<file path="src/rtl/bprd_pkg.sv">
// ----------------------------------------------------------------------------
// bprd_pkg: shared types and constants of the button pattern reset detector
// Beat payloads, configuration register set, switch state codes and the
// timing limits of the built-in press patterns.
// ----------------------------------------------------------------------------
package bprd_pkg;

  // Default sizing handed to the top level.
  localparam int NUM_SWITCHES_DEF  = 6;
  localparam int PATTERN_STEPS_DEF = 9;
  localparam int TIMER_BITS_DEF    = 16;

  // Pattern timing in milliseconds.
  localparam int SLOW_LO_MS       = 1000;
  localparam int SLOW_HI_FIRST_MS = 5000;
  localparam int SLOW_HI_MS       = 3000;
  localparam int FAST_HI_MS       = 500;
  localparam int FINAL_HOLD_MS    = 5000;

  // Only the first six switches have a bit in the pattern map.
  localparam logic [2:0] MAPPED_SWITCHES = 3'd6;

  // Step counter saturates at its all-ones value.
  localparam int STEP_W = 4;

  // Configuration port.
  localparam int CFG_ADDR_W = 4;
  localparam int CFG_DATA_W = 32;

  localparam logic [9:0]  TICK_MS_RST         = 10'd10;
  localparam logic [15:0] RELEASE_HOLD_MS_RST = 16'd1000;
  localparam logic [5:0]  PATTERN_MAP_RST     = 6'd0;

  typedef enum logic [1:0] {
    REG_TICK_MS         = 2'd0,
    REG_RELEASE_HOLD_MS = 2'd1,
    REG_PATTERN_MAP     = 2'd2
  } reg_idx_t;

  typedef enum logic [1:0] {
    SW_RELEASED     = 2'd0,
    SW_PRE_PRESSED  = 2'd1,
    SW_PRESSED      = 2'd2,
    SW_PRE_RELEASED = 2'd3
  } sw_state_t;

  typedef struct packed {
    logic [9:0]  tick_ms;
    logic [15:0] release_hold_ms;
    logic [5:0]  pattern_map;
  } cfg_regs_t;

  typedef struct packed {
    logic [2:0] switch_index;
    logic [1:0] switch_state;
  } in_item_t;

  typedef struct packed {
    logic             accepted;
    logic             reset_fire;
    logic [1:0]       phase_now;
    logic [STEP_W-1:0] step_now;
  } out_item_t;

endpackage

</file>
<file path="src/rtl/bprd_cfg.sv">
// ----------------------------------------------------------------------------
// bprd_cfg: configuration register file
// Holds tick length, cooldown release hold and the per-switch pattern map,
// written and read over a simple peripheral bus.
// ----------------------------------------------------------------------------
module bprd_cfg (
  input  logic                            clk,
  input  logic                            rst_n,
  input  logic                            psel,
  input  logic                            penable,
  input  logic                            pwrite,
  input  logic [bprd_pkg::CFG_ADDR_W-1:0] paddr,
  input  logic [bprd_pkg::CFG_DATA_W-1:0] pwdata,
  output logic [bprd_pkg::CFG_DATA_W-1:0] prdata,
  output logic                            pready,
  output bprd_pkg::cfg_regs_t             cfg
);
  import bprd_pkg::*;

  cfg_regs_t  cfg_r;
  logic [1:0] reg_sel;
  logic       wr_en;

  assign reg_sel = paddr[3:2];
  assign wr_en   = psel && penable && pwrite;
  assign pready  = 1'b1;
  assign cfg     = cfg_r;

  always_ff @(posedge clk) begin
    if (!rst_n) begin
      cfg_r.tick_ms         <= TICK_MS_RST;
      cfg_r.release_hold_ms <= RELEASE_HOLD_MS_RST;
      cfg_r.pattern_map     <= PATTERN_MAP_RST;
    end else if (wr_en) begin
      case (reg_sel)
        REG_TICK_MS:         cfg_r.tick_ms         <= pwdata[9:0];
        REG_RELEASE_HOLD_MS: cfg_r.release_hold_ms <= pwdata[15:0];
        REG_PATTERN_MAP:     cfg_r.pattern_map     <= pwdata[5:0];
        default: ;
      endcase
    end
  end

  always_comb begin
    case (reg_sel)
      REG_TICK_MS:         prdata = CFG_DATA_W'(cfg_r.tick_ms);
      REG_RELEASE_HOLD_MS: prdata = CFG_DATA_W'(cfg_r.release_hold_ms);
      REG_PATTERN_MAP:     prdata = CFG_DATA_W'(cfg_r.pattern_map);
      default:             prdata = '0;
    endcase
  end

endmodule

</file>
<file path="src/rtl/bprd_core.sv">
// ----------------------------------------------------------------------------
// bprd_core: per-switch pattern matcher
// Keeps phase, step, timer and check flag for every switch and computes the
// updated entry and the result of one tick in a single pass.
// ----------------------------------------------------------------------------
module bprd_core #(
  parameter int NUM_SWITCHES  = bprd_pkg::NUM_SWITCHES_DEF,
  parameter int PATTERN_STEPS = bprd_pkg::PATTERN_STEPS_DEF,
  parameter int TIMER_BITS    = bprd_pkg::TIMER_BITS_DEF
) (
  input  logic                clk,
  input  logic                rst_n,
  input  logic                upd_en,
  input  bprd_pkg::in_item_t  item,
  input  bprd_pkg::cfg_regs_t cfg,
  output bprd_pkg::out_item_t res
);
  import bprd_pkg::*;

  localparam int IDX_W = (NUM_SWITCHES > 1) ? $clog2(NUM_SWITCHES) : 1;
  localparam int CMP_W = (TIMER_BITS > 16) ? TIMER_BITS : 16;

  localparam logic [TIMER_BITS-1:0] SLOW_LO_T       = TIMER_BITS'(SLOW_LO_MS);
  localparam logic [TIMER_BITS-1:0] SLOW_HI_FIRST_T = TIMER_BITS'(SLOW_HI_FIRST_MS);
  localparam logic [TIMER_BITS-1:0] SLOW_HI_T       = TIMER_BITS'(SLOW_HI_MS);
  localparam logic [TIMER_BITS-1:0] FAST_HI_T       = TIMER_BITS'(FAST_HI_MS);
  localparam logic [TIMER_BITS-1:0] FINAL_HOLD_T    = TIMER_BITS'(FINAL_HOLD_MS);
  localparam logic [STEP_W-1:0]     STEP_COUNT      = STEP_W'(PATTERN_STEPS);
  localparam logic [STEP_W-1:0]     LAST_STEP       = STEP_W'(PATTERN_STEPS - 1);
  localparam logic [3:0]            SWITCH_COUNT    = 4'(NUM_SWITCHES);

  typedef enum logic [1:0] {
    PH_IDLE  = 2'd0,
    PH_MATCH = 2'd1,
    PH_COOL  = 2'd2
  } phase_t;

  phase_t                  phase_r   [NUM_SWITCHES];
  logic [STEP_W-1:0]       step_r    [NUM_SWITCHES];
  logic [TIMER_BITS-1:0]   elapsed_r [NUM_SWITCHES];
  logic                    last_ok_r [NUM_SWITCHES];

  logic                    acc;
  logic [IDX_W-1:0]        idx;
  sw_state_t               sw;
  phase_t                  phase_rd;
  logic [STEP_W-1:0]       step_rd;
  logic [TIMER_BITS-1:0]   t_rd;
  logic                    ok_rd;
  phase_t                  phase_nxt;
  logic [STEP_W-1:0]       step_nxt;
  logic [TIMER_BITS-1:0]   t_nxt;
  logic                    ok_nxt;
  logic                    fire;
  logic                    fast;
  logic [TIMER_BITS:0]     t_sum;
  logic [TIMER_BITS-1:0]   t_add;
  logic [TIMER_BITS-1:0]   lo_t;
  logic [TIMER_BITS-1:0]   hi_t;
  sw_state_t               expect_sw;
  logic                    hold_done;

  assign acc      = ({1'b0, item.switch_index} < SWITCH_COUNT);
  assign idx      = item.switch_index[IDX_W-1:0];
  assign sw       = sw_state_t'(item.switch_state);
  assign phase_rd = phase_r[idx];
  assign step_rd  = step_r[idx];
  assign t_rd     = elapsed_r[idx];
  assign ok_rd    = last_ok_r[idx];

  // Saturating timer increment.
  assign t_sum = {1'b0, t_rd} + (TIMER_BITS + 1)'(cfg.tick_ms);
  assign t_add = t_sum[TIMER_BITS] ? '1 : t_sum[TIMER_BITS-1:0];

  // Switches beyond the map always follow the slow pattern.
  assign fast = (item.switch_index < MAPPED_SWITCHES) &&
                cfg.pattern_map[item.switch_index];
  assign lo_t = fast ? '0 : SLOW_LO_T;
  assign hi_t = fast ? FAST_HI_T : ((step_rd < 4'd2) ? SLOW_HI_FIRST_T : SLOW_HI_T);

  // Even steps expect a press, odd steps a release.
  assign expect_sw = step_rd[0] ? SW_RELEASED : SW_PRESSED;
  assign hold_done = (CMP_W'(t_rd) >= CMP_W'(cfg.release_hold_ms));

  always_comb begin
    phase_nxt = phase_rd;
    step_nxt  = step_rd;
    t_nxt     = t_rd;
    ok_nxt    = ok_rd;
    fire      = 1'b0;
    case (phase_rd)
      PH_IDLE: begin
        if (sw == SW_PRE_PRESSED) begin
          phase_nxt = PH_MATCH;
        end
      end
      PH_MATCH: begin
        if (sw == SW_PRESSED || sw == SW_RELEASED) begin
          if (step_rd >= STEP_COUNT) begin
            phase_nxt = PH_COOL;
          end else if (step_rd == LAST_STEP) begin
            if (sw != SW_PRESSED) begin
              phase_nxt = PH_COOL;
            end else if (t_rd < FINAL_HOLD_T) begin
              ok_nxt = 1'b0;
              t_nxt  = t_add;
            end else begin
              phase_nxt = PH_COOL;
              fire      = 1'b1;
            end
          end else if (sw != expect_sw) begin
            phase_nxt = PH_COOL;
          end else if (t_rd < lo_t) begin
            ok_nxt = 1'b0;
            t_nxt  = t_add;
          end else if (t_rd < hi_t) begin
            ok_nxt = 1'b1;
            t_nxt  = t_add;
          end else begin
            ok_nxt    = 1'b0;
            phase_nxt = PH_COOL;
          end
        end else if (ok_rd) begin
          // A stale flag keeps advancing the step on every transition beat.
          if (step_rd != '1) begin
            step_nxt = step_rd + 1'b1;
          end
          t_nxt = '0;
        end else begin
          phase_nxt = PH_COOL;
        end
      end
      PH_COOL: begin
        if (sw == SW_RELEASED) begin
          if (!hold_done) begin
            t_nxt = t_add;
          end else begin
            t_nxt     = '0;
            step_nxt  = '0;
            phase_nxt = PH_IDLE;
          end
        end else begin
          t_nxt = '0;
        end
      end
      default: phase_nxt = PH_IDLE;
    endcase
  end

  always_comb begin
    res.accepted   = acc;
    res.reset_fire = acc && fire;
    res.phase_now  = acc ? 2'(phase_nxt) : 2'd0;
    res.step_now   = acc ? step_nxt : '0;
  end

  always_ff @(posedge clk) begin
    if (!rst_n) begin
      for (int i = 0; i < NUM_SWITCHES; i++) begin
        phase_r[i]   <= PH_IDLE;
        step_r[i]    <= '0;
        elapsed_r[i] <= '0;
        last_ok_r[i] <= 1'b0;
      end
    end else if (upd_en && acc) begin
      phase_r[idx]   <= phase_nxt;
      step_r[idx]    <= step_nxt;
      elapsed_r[idx] <= t_nxt;
      last_ok_r[idx] <= ok_nxt;
    end
  end

  a_fire_only_on_final_hold: assert property (@(posedge clk) disable iff (!rst_n)
    upd_en && res.reset_fire |->
      phase_rd == PH_MATCH && step_rd == LAST_STEP && sw == SW_PRESSED)
    else $error("reset fired outside the final hold step");

  a_cool_exit_on_release: assert property (@(posedge clk) disable iff (!rst_n)
    upd_en && acc && phase_rd == PH_COOL && phase_nxt == PH_IDLE |->
      sw == SW_RELEASED && step_nxt == '0 && t_nxt == '0)
    else $error("cooldown left without a steady release");

  a_reject_quiet: assert property (@(posedge clk) disable iff (!rst_n)
    upd_en && !acc |-> res == '0)
    else $error("rejected switch produced a non-zero result");

endmodule

</file>
<file path="src/rtl/button_pattern_reset_detector.sv">
// ----------------------------------------------------------------------------
// button_pattern_reset_detector: timed press pattern detector with reset fire
// Matches the press and release timing of up to eight switches against a slow
// or fast built-in pattern and flags the tick on which the final hold ends.
//
//   channel  direction  handshake                     payload
//   in       input      in_valid / in_stall           in_data   (in_item_t)
//   out      output     out_valid / out_stall         out_data  (out_item_t)
//   cfg      input      psel, penable, pwrite, pready paddr, pwdata, prdata
//
// One beat is taken per cycle while in_stall is low; a result passes through
// the input register and then the result register.
// The per-switch entry is read, updated and written back in the cycle the
// beat leaves the input register, so consecutive beats for one switch chain.
// Reset clears every switch to idle and loads the register defaults.
// A stalled result holds the input register; further beats then see in_stall.
// ----------------------------------------------------------------------------
module button_pattern_reset_detector #(
  parameter int NUM_SWITCHES  = bprd_pkg::NUM_SWITCHES_DEF,
  parameter int PATTERN_STEPS = bprd_pkg::PATTERN_STEPS_DEF,
  parameter int TIMER_BITS    = bprd_pkg::TIMER_BITS_DEF
) (
  input  logic                            clk,
  input  logic                            rst_n,
  input  logic                            in_valid,
  output logic                            in_stall,
  input  bprd_pkg::in_item_t              in_data,
  output logic                            out_valid,
  input  logic                            out_stall,
  output bprd_pkg::out_item_t             out_data,
  input  logic                            psel,
  input  logic                            penable,
  input  logic                            pwrite,
  input  logic [bprd_pkg::CFG_ADDR_W-1:0] paddr,
  input  logic [bprd_pkg::CFG_DATA_W-1:0] pwdata,
  output logic [bprd_pkg::CFG_DATA_W-1:0] prdata,
  output logic                            pready
);
  import bprd_pkg::*;

  cfg_regs_t cfg;
  in_item_t  s1_item_r;
  logic      s1_valid_r;
  out_item_t out_data_r;
  logic      out_valid_r;
  out_item_t res;
  logic      out_free;
  logic      adv;
  logic      in_acc;

  assign out_free  = !out_valid_r || !out_stall;
  assign adv       = s1_valid_r && out_free;
  assign in_stall  = s1_valid_r && !out_free;
  assign in_acc    = in_valid && !in_stall;
  assign out_valid = out_valid_r;
  assign out_data  = out_data_r;

  bprd_cfg u_cfg (
    .clk     (clk),
    .rst_n   (rst_n),
    .psel    (psel),
    .penable (penable),
    .pwrite  (pwrite),
    .paddr   (paddr),
    .pwdata  (pwdata),
    .prdata  (prdata),
    .pready  (pready),
    .cfg     (cfg)
  );

  bprd_core #(
    .NUM_SWITCHES  (NUM_SWITCHES),
    .PATTERN_STEPS (PATTERN_STEPS),
    .TIMER_BITS    (TIMER_BITS)
  ) u_core (
    .clk    (clk),
    .rst_n  (rst_n),
    .upd_en (adv),
    .item   (s1_item_r),
    .cfg    (cfg),
    .res    (res)
  );

  always_ff @(posedge clk) begin
    if (!rst_n) begin
      s1_valid_r  <= 1'b0;
      out_valid_r <= 1'b0;
    end else begin
      if (!s1_valid_r || out_free) begin
        s1_valid_r <= in_valid;
      end
      if (out_free) begin
        out_valid_r <= s1_valid_r;
      end
    end
  end

  always_ff @(posedge clk) begin
    if (in_acc) begin
      s1_item_r <= in_data;
    end
    if (adv) begin
      out_data_r <= res;
    end
  end

endmodule
</file>
<file path="config.mk">
export PLATFORM = sky130hd
export DESIGN_NAME = button_pattern_reset_detector
export DESIGN_NICKNAME = d
export VERILOG_FILES = /design/src/rtl/bprd_pkg.sv /design/src/rtl/bprd_cfg.sv /design/src/rtl/bprd_core.sv /design/src/rtl/button_pattern_reset_detector.sv
export SDC_FILE = /design/constraint.sdc
export NUM_CORES = 1
export LEC_CHECK = 0
export ABC_AREA = 0
export BUFFER_PORTS_ARGS = -buffer_cell sky130_fd_sc_hd__buf_2
export CORE_UTILIZATION = 50
export CTS_CLUSTER_SIZE = 24
export DETAILED_ROUTE_END_ITERATION = 10
export GPL_TIMING_DRIVEN = 0
export PLACE_DENSITY = 0.71
export SETUP_SLACK_MARGIN = 0.1
export SYNTH_ARGS = -nofsm -noshare
export SYNTH_HDL_FRONTEND = slang
export SYNTH_SLANG_ARGS = --single-unit
</file>
<file path="constraint.sdc">
create_clock -name clk -period 5 [get_ports clk]
set_clock_uncertainty 0.05 [all_clocks]
set_input_delay 0.5 -clock clk [delete_from_list [all_inputs] [get_ports clk]]
set_output_delay 0.5 -clock clk [all_outputs]
set_load 0.05 [all_outputs]
</file>
==> impl_metrics.json, run 1 <==
{
  "design.core.area_um2": 24200,
  "p_sw_uw": 1400,
  "clock_latency_ns": 0.54,
  "filler_cell_count": 2030,
  "cts.htree.levels": 1,
  "clock-sinks": 234,
  "cts_tree": "done",
  "seq_pwr_share_pct": 44.8,
  "worst_setup_path_endpoint": "u_core.elapsed_r[6][11]",
  "antenna_left": 0,
  "clock.fmax_ghz": 0.209,
  "count_of_final_hold_check_violations": 0,
  "synth_seq_area_share_pct": 53.7,
  "power.leakage_uw": 0.00552,
  "cts_buffers": 25,
  "timing.reg2reg.worst_path_depth": 19,
  "grt_setup_unrepaired": "no",
  "portBuffers": 54,
  "vias": 9087,
  "power_per_cell_area_nw_per_um2": 345,
  "reg_to_reg_endpoint": "u_core.elapsed_r[6][11]",
  "ratio_of_cells_with_drive_above_1_in_the_final_layout_pct": 21.4,
  "p_sw_share_pct": 28.4,
  "die_x_um": 159,
  "routed_wire_length_per_instance_um": 21.9,
  "multiInputGateArea_um2": 5620,
  "dpl_cell_area_um2": 13200,
  "synth.cell_area_um2": 12300,
  "worst_pin_slew_ns": 1.39,
  "outcome": "complete, no violations",
  "syn_to_final_growth_pct": 16.7,
  "global_route.usage.total_pct": 26.5,
  "die-height_um": 159,
  "async_reset_ff_share_pct": 0,
  "layout_min_cycle_time_ns": 4.78,
  "comb_power_share_pct": 19.7,
  "synth-main-ff-cell": "edfxtp_1",
  "cp_data_required_time_ns": 5.20,
  "power.ir.vdd_worst_uv": 268,
  "synth_edf_count": 192,
  "register_area_um2": 6610,
  "critical_path.startpoint_type": "flip-flop",
  "placement_rows": 57,
  "synth-seq-cells": 234,
  "avgSynthCellArea_um2": 11.9,
  "layout.core_utilization_pct": 59.2,
  "yosysWarningCount": 0,
  "min_path_type": "in -> reg",
  "antenna_cells_inserted": 0,
  "initial_antenna_violation_count": 0,
  "drt_drc_violations_left": 0,
  "maximum_net_fanout_on_the_critical_path": 10,
  "clk_pin_slew_ns": 0.06,
  "number_of_global_route_vias_before_repair": 8789,
  "nNetsFinal": 1279,
  "routed_via_density": 5.95,
  "overflow": 0,
  "place_congestion": 0.921,
  "dr.pass1.iters": 8,
  "final_design_area_no_fill_um2": 14400,
  "drt_iter0_markers": 979,
  "netlist-cell-type-count": 70,
  "totalPowerFinal_uw": 4950,
  "clock_path_buffers": 3,
  "postSynthCellCount": 1037,
  "timing.slew.headroom_pct": 7.43,
  "cap_violations": 0,
  "maxSlewViolCount": 0,
  "worst_setup_path_end_kind": "flip-flop",
  "detail_route.wirelength_mm": 33.4,
  "internal_power_uw": 3550,
  "pin_count_of_the_biggest_net_entering_global_routing": 24,
  "worstPathArrival_ns": 4.97,
  "die_area_um2": 25200,
  "final_min_period_over_clock_period_pct": 95.5,
  "final_cells": 1526,
  "dp_hpwl_mm": 22.9,
  "cts-root-buf": "clkbuf_16",
  "r2r_slack_ns": 0.22,
  "setup_violations": 0,
  "timing.setup.tns_ns": 0,
  "initial_utilization_pct": 50.8,
  "grt_first_pass_wirelength_mm": 50.7,
  "clkPwrFrac_pct": 35.5,
  "dp.cells": 1477,
  "floorplan.io_pins": 91,
  "criticalPathCategory": "reg -> reg"
}
-- area by class of cell --
class                           count  area share [%]
Tap cell                          324            2.82
Inverter                           41            1.11
Clock buffer                       31            4.51
Buffer                             70            3.34
Sequential cell                   234            46.0
Multi-Input combinational cell    753            39.1
Clock inverter                     12           0.801
Timing Repair Buffer               61            2.30
-- what timing repair did --
action                                 in CTS  in global routing
pin swaps                                   3                  0
hold buffers                                0                  0
gates resized for setup                    50                 34
setup buffers                               4                  1
setup endpoints to repair                 191                173
endpoints found under the hold margin       0                  0
gates cloned                                0                  0
-- cell usage after synthesis (6+ instances only) --
| cell type | count | area, um2 |
|---|---|---|
| ha_1 | 44 | 551 |
| clkbuf_1 | 35 | 131 |
| xnor2_1 | 7 | 61.3 |
| a31oi_1 | 9 | 56.3 |
| o21ai_2 | 11 | 96.3 |
| mux2i_1 | 31 | 310 |
| nor2_1 | 62 | 233 |
| nor4b_1 | 7 | 61.3 |
| nor2b_1 | 14 | 87.6 |
| a21o_1 | 7 | 52.6 |
| a21boi_0 | 21 | 158 |
| mux4_2 | 43 | 968 |
| dfxtp_1 | 42 | 841 |
| a211oi_1 | 11 | 82.6 |
| o211ai_1 | 10 | 75.1 |
| and2_1 | 10 | 62.6 |
| edfxtp_1 | 192 | 5770 |
| mux2_2 | 18 | 203 |
| nand2_1 | 112 | 420 |
| buf_4 | 22 | 165 |
| o22ai_1 | 11 | 68.8 |
| and3_1 | 9 | 56.3 |
| nor3_1 | 19 | 95.1 |
| nor3b_1 | 12 | 90.1 |
| inv_1 | 39 | 146 |
| a21oi_1 | 95 | 475 |
| buf_2 | 6 | 30.0 |
| o21ai_0 | 29 | 145 |
| nand3_1 | 20 | 100 |
| nand2b_1 | 12 | 75.1 |
-- power groups by stage --
| stage | Combinational, uW | Sequential, uW | Clock (uW) |
|---|---|---|---|
| after global placement | 868 | 2260 | 0 |
| after floorplan | 624 | 2270 | 0 |
| after CTS | 929 | 2220 | 1780 |
| final | 974 | 2220 | 1760 |
| after detailed placement | 879 | 2260 | 0 |
| after global routing | 1040 | 2230 | 1850 |
-- stage by stage --
step                hold WS, ns  setup slack, ns
detailed placement        0.417            -1.60
finish                   0.0821            0.225
global placement          0.398            -1.58
global route             0.0775           0.0775
CTS                      0.0746           0.0854
floorplan                 0.388            0.137
-- layout by cell type (no fill, tap or decap), types with 8 or more instances in the layout --
master     instances
o21ai_0           26
and3_1             9
nand2_1          108
dfxtp_1           42
nor3b_1           12
a31oi_1            8
nand2b_1          12
buf_4             27
o21ai_2           14
edfxtp_1         192
mux2_2            18
and2_1            10
nand3_1           19
o211ai_1          10
buf_2             55
inv_1             39
nor3_1            17
mux4_2            43
clkbuf_1          37
conb_1            63
a21boi_0          20
clkbuf_16         25
nor2b_1           13
nor2_1            62
mux2i_1           29
ha_1              44
a21oi_1           92
-- metal layers --
layer	vias up	wire length [um]	GRT usage [%]
met4	0	1180	10.4
li1	4133	-	-
met1	4465	13200	34.7
met5	-	0	0
met2	400	16200	43.1
met3	89	2790	5.54
-- cell families (layout without fill, tap and decap cells) --
| logic type | count (synthesis) | after routing | share of synthesized area (%) |
|---|---|---|---|
| multiplexers | 92 | 92 | 12.0 |
| buffers and inverters | 111 | 215 | 4.30 |
| AO/OA/AOI/OAI | 241 | 241 | 12.5 |
| adder cells (fa/ha/maj) | 45 | 45 | 4.64 |
| XOR/XNOR | 10 | 10 | 0.712 |
| other | 2 | 63 | 0.0610 |
| flip-flops | 234 | 234 | 53.7 |
| AND/OR/NAND/NOR | 302 | 302 | 12.1 |
-- worst min path at each step --
stage                                    from             endpoint  slack, ns  depth (start not counted)
final                              in_data[1]         s1_item_r[1]       0.08                          1
after global routing               in_data[1]         s1_item_r[1]       0.08                          1
after CTS                          in_data[1]         s1_item_r[1]       0.07                          1
after detailed placement  u_core.last_ok_r[3]  u_core.last_ok_r[3]       0.42                          2
after global placement    u_core.last_ok_r[1]  u_core.last_ok_r[1]       0.40                          2
after floorplan           u_core.last_ok_r[2]  u_core.last_ok_r[2]       0.39                          2
-- worst max-delay path, stage by stage, from the launching register on --
cell	delay (ns)
dfxtp_1	0.34
buf_6	0.18
buf_12	0.18
buf_8	0.17
buf_6	0.19
buf_8	0.19
mux4_2	0.32
mux2_2	0.33
ha_1	0.23
fa_1	0.43
a21oi_2	0.19
o211ai_1	0.17
a31o_2	0.28
and3_1	0.25
nand3_4	0.16
o21a_1	0.14
o211ai_1	0.13
a211oi_4	0.24
buf_4	0.20
nor2_1	0.07
-- sequential cells by signal, summed over array words and instances (netlist names), named ones only --
name              count
u_core.elapsed_r    128
u_core.step_r        32
u_core.last_ok_r      8
u_core.phase_r       16
s1_item_r             5
out_valid             1
s1_valid_r            1
u_cfg.cfg            32
out_data              8
No activity file was read; power rests on OpenSTA's default activity.
==> run 2, diff against run 1 <==
--- a/config.mk
+++ b/config.mk
@@ -6,8 +6,10 @@
 export NUM_CORES = 1
 export LEC_CHECK = 0
 export ABC_AREA = 0
+export ABC_CLOCK_PERIOD_IN_PS = 5000
 export BUFFER_PORTS_ARGS = -buffer_cell sky130_fd_sc_hd__buf_2
 export CORE_UTILIZATION = 50
+export CTS_BUF_LIST = sky130_fd_sc_hd__clkbuf_4
 export CTS_CLUSTER_SIZE = 24
 export DETAILED_ROUTE_END_ITERATION = 10
 export GPL_TIMING_DRIVEN = 0
==> impl_metrics.json, run 2 (synthesized netlist as in run 1, its figures left out) <==
{
  "holdPathStages": 3,
  "critical_path.startpoint_type": "flip-flop",
  "dpl_cell_area_um2": 13200,
  "power_per_cell_area_nw_per_um2": 330,
  "number_of_global_route_vias_before_repair": 9150,
  "cp_data_required_time_ns": 5.37,
  "final_cells": 1598,
  "worstPathArrival_ns": 5.17,
  "seq_pwr_share_pct": 46.6,
  "place_congestion": 0.921,
  "initial_utilization_pct": 50.8,
  "timing.critical_path.buf_inv": 3,
  "reg_to_reg_endpoint": "u_core.step_r[5][1]",
  "p_sw_uw": 1410,
  "die_area_um2": 25200,
  "cp.depth": 14,
  "placement_rows": 57,
  "portBuffers": 54,
  "cts.htree.levels": 2,
  "clkPwrFrac_pct": 32.9,
  "cp_cell_sequence": "buf_2, buf_2, mux2i_1, inv_1, mux4_2, ha_1, and3_1, o31ai_1, nor4_2, a21oi_1, o31ai_1, nand2_1, a22oi_2, nor2_1",
  "worst_hold_startpoint": "out_stall",
  "min_path_type": "in -> reg",
  "grt_setup_unrepaired": "no",
  "timing.setup.tns_ns": 0,
  "clock.fmax_ghz": 0.208,
  "layout_min_cycle_time_ns": 4.80,
  "place_ws_ns": -1.60,
  "criticalPathCategory": "reg -> reg",
  "stage_delay_of_the_slowest_cell_on_the_critical_path_ns": 0.55,
  "antenna_left": 0,
  "dp_hpwl_mm": 22.9,
  "detail_route.wirelength_mm": 33.7,
  "clock-sinks": 234,
  "final_min_period_over_clock_period_pct": 96.0,
  "power.leakage_uw": 0.00566,
  "p_sw_share_pct": 29.5,
  "overflow": 0,
  "r2r_slack_ns": 0.20,
  "cts_tree": "done",
  "nNetsFinal": 1329,
  "pin_count_of_the_biggest_net_entering_global_routing": 24,
  "cts-root-buf": "clkbuf_4",
  "grt_first_pass_wirelength_mm": 51.1,
  "setup_violations": 0,
  "number_of_flip_flops_under_the_largest_register_name": 128,
  "worst_setup_path_end_kind": "flip-flop",
  "drt_iter0_markers": 978,
  "dr.pass1.iters": 8,
  "power.ir.vdd_worst_uv": 151,
  "timing.slew.headroom_pct": 7.83,
  "vias": 9333,
  "internal_power_uw": 3360,
  "syn_to_final_growth_pct": 17.3,
  "count_of_final_hold_check_violations": 0,
  "crit_path_top_delay_cell": "mux4_2",
  "capture_endpoint_of_the_worst_hold_path": "out_valid",
  "initial_antenna_violation_count": 1,
  "clk_pin_slew_ns": 0.06,
  "outcome": "complete, no violations",
  "clock_path_buffers": 3,
  "worst_slack_ns": 0.202,
  "comb_power_share_pct": 20.5,
  "worst_pin_slew_ns": 1.38,
  "clock_latency_ns": 0.72,
  "dp.cells": 1477,
  "final_design_area_no_fill_um2": 14400,
  "maxSlewViolCount": 0,
  "global_route.usage.total_pct": 26.7,
  "routed_via_density": 5.84,
  "maximum_net_fanout_on_the_critical_path": 10,
  "design.core.area_um2": 24200,
  "top_library_cells_by_usage_in_the_layout_fill_and_taps_aside": "192 x edfxtp_1, 108 x nand2_1, 92 x a21oi_1, 92 x clkbuf_4, 63 x conb_1",
  "cts_buffers": 59,
  "critical-path-top-delay-family": "compound AO/OA/AOI/OAI gates",
  "drt_drc_violations_left": 0,
  "regMostFlops": "u_core.elapsed_r",
  "die_x_um": 159,
  "floorplan.io_pins": 91,
  "timing.reg2reg.worst_path_depth": 14,
  "mostFrequentLayoutCell": "edfxtp_1",
  "filler_cell_count": 2020,
  "die-height_um": 159,
  "cap_violations": 0,
  "routed_wire_length_per_instance_um": 21.1,
  "ratio_of_cells_with_drive_above_1_in_the_final_layout_pct": 25.1
}
run 2: metal layers:
| layer | GRT usage [%] | routed length, um |
|---|---|---|
| met5 | 0 | 0 |
| met4 | 12.3 | 1210 |
| met3 | 5.38 | 3090 |
| met2 | 43.0 | 16100 |
| met1 | 34.9 | 13300 |
run 2: final cells by class:
| cell class | count | area [um2] | area share (%) |
|---|---|---|---|
| Antenna cell | 1 | 2.50 | 0.0173 |
| Buffer | 70 | 465 | 3.22 |
| Clock buffer | 92 | 691 | 4.78 |
| Clock inverter | 6 | 32.5 | 0.225 |
| Inverter | 41 | 156 | 1.08 |
| Multi-Input combinational cell | 753 | 5590 | 38.7 |
| Sequential cell | 234 | 6610 | 45.8 |
| Tap cell | 324 | 405 | 2.81 |
| Timing Repair Buffer | 77 | 488 | 3.38 |
run 2: power groups by stage:
stage                     registers [uW]  clock network [uW]  logic, uW
after floorplan                     2270                   0        624
final                               2220                1570        977
after CTS                           2220                1590        932
after global placement              2260                   0        868
after detailed placement            2260                   0        879
after global routing                2220                1690       1050
run 2: worst max path at each step:
stage	startpoint	slack, ns	end
after CTS	flip-flop	0.11	u_core.elapsed_r[6][11]
after global routing	flip-flop	0.07	u_core.step_r[5][1]
final	flip-flop	0.20	u_core.step_r[5][1]
after global placement	flip-flop	-1.58	u_core.elapsed_r[5][12]
after detailed placement	flip-flop	-1.60	u_core.elapsed_r[5][12]
after floorplan	flip-flop	0.14	u_core.elapsed_r[5][13]
run 2: worst reg2reg max path, cell delays in order, from the launching register on:
cell and delay [ns]:
dfxtp_1 0.30, buf_2 0.28, buf_2 0.40, mux2i_1 0.36, inv_1 0.07, mux4_2 0.55
ha_1 0.32, and3_1 0.21, o31ai_1 0.10, nor4_2 0.36, a21oi_1 0.21, o31ai_1 0.45
nand2_1 0.23, a22oi_2 0.48, nor2_1 0.14
run 2: metrics by stage:
stage / util (%) / total power, uW / hold WS, ns
global route: 59.5 / 4960 / 0.0283
global placement: 54.5 / 3120 / 0.398
floorplan: - / 2890 / 0.388
finish: 59.5 / 4760 / 0.0456
CTS: 59.0 / 4740 / 0.00244
detailed placement: 54.6 / 3140 / 0.417
run 2: what timing repair did:
action,CTS,global route
cloned,0,0
gates resized for setup,44,30
pin swaps,3,0
hold endpoints to repair,17,0
setup buffers,5,1
hold buffers,15,0
setup endpoints to repair,191,173
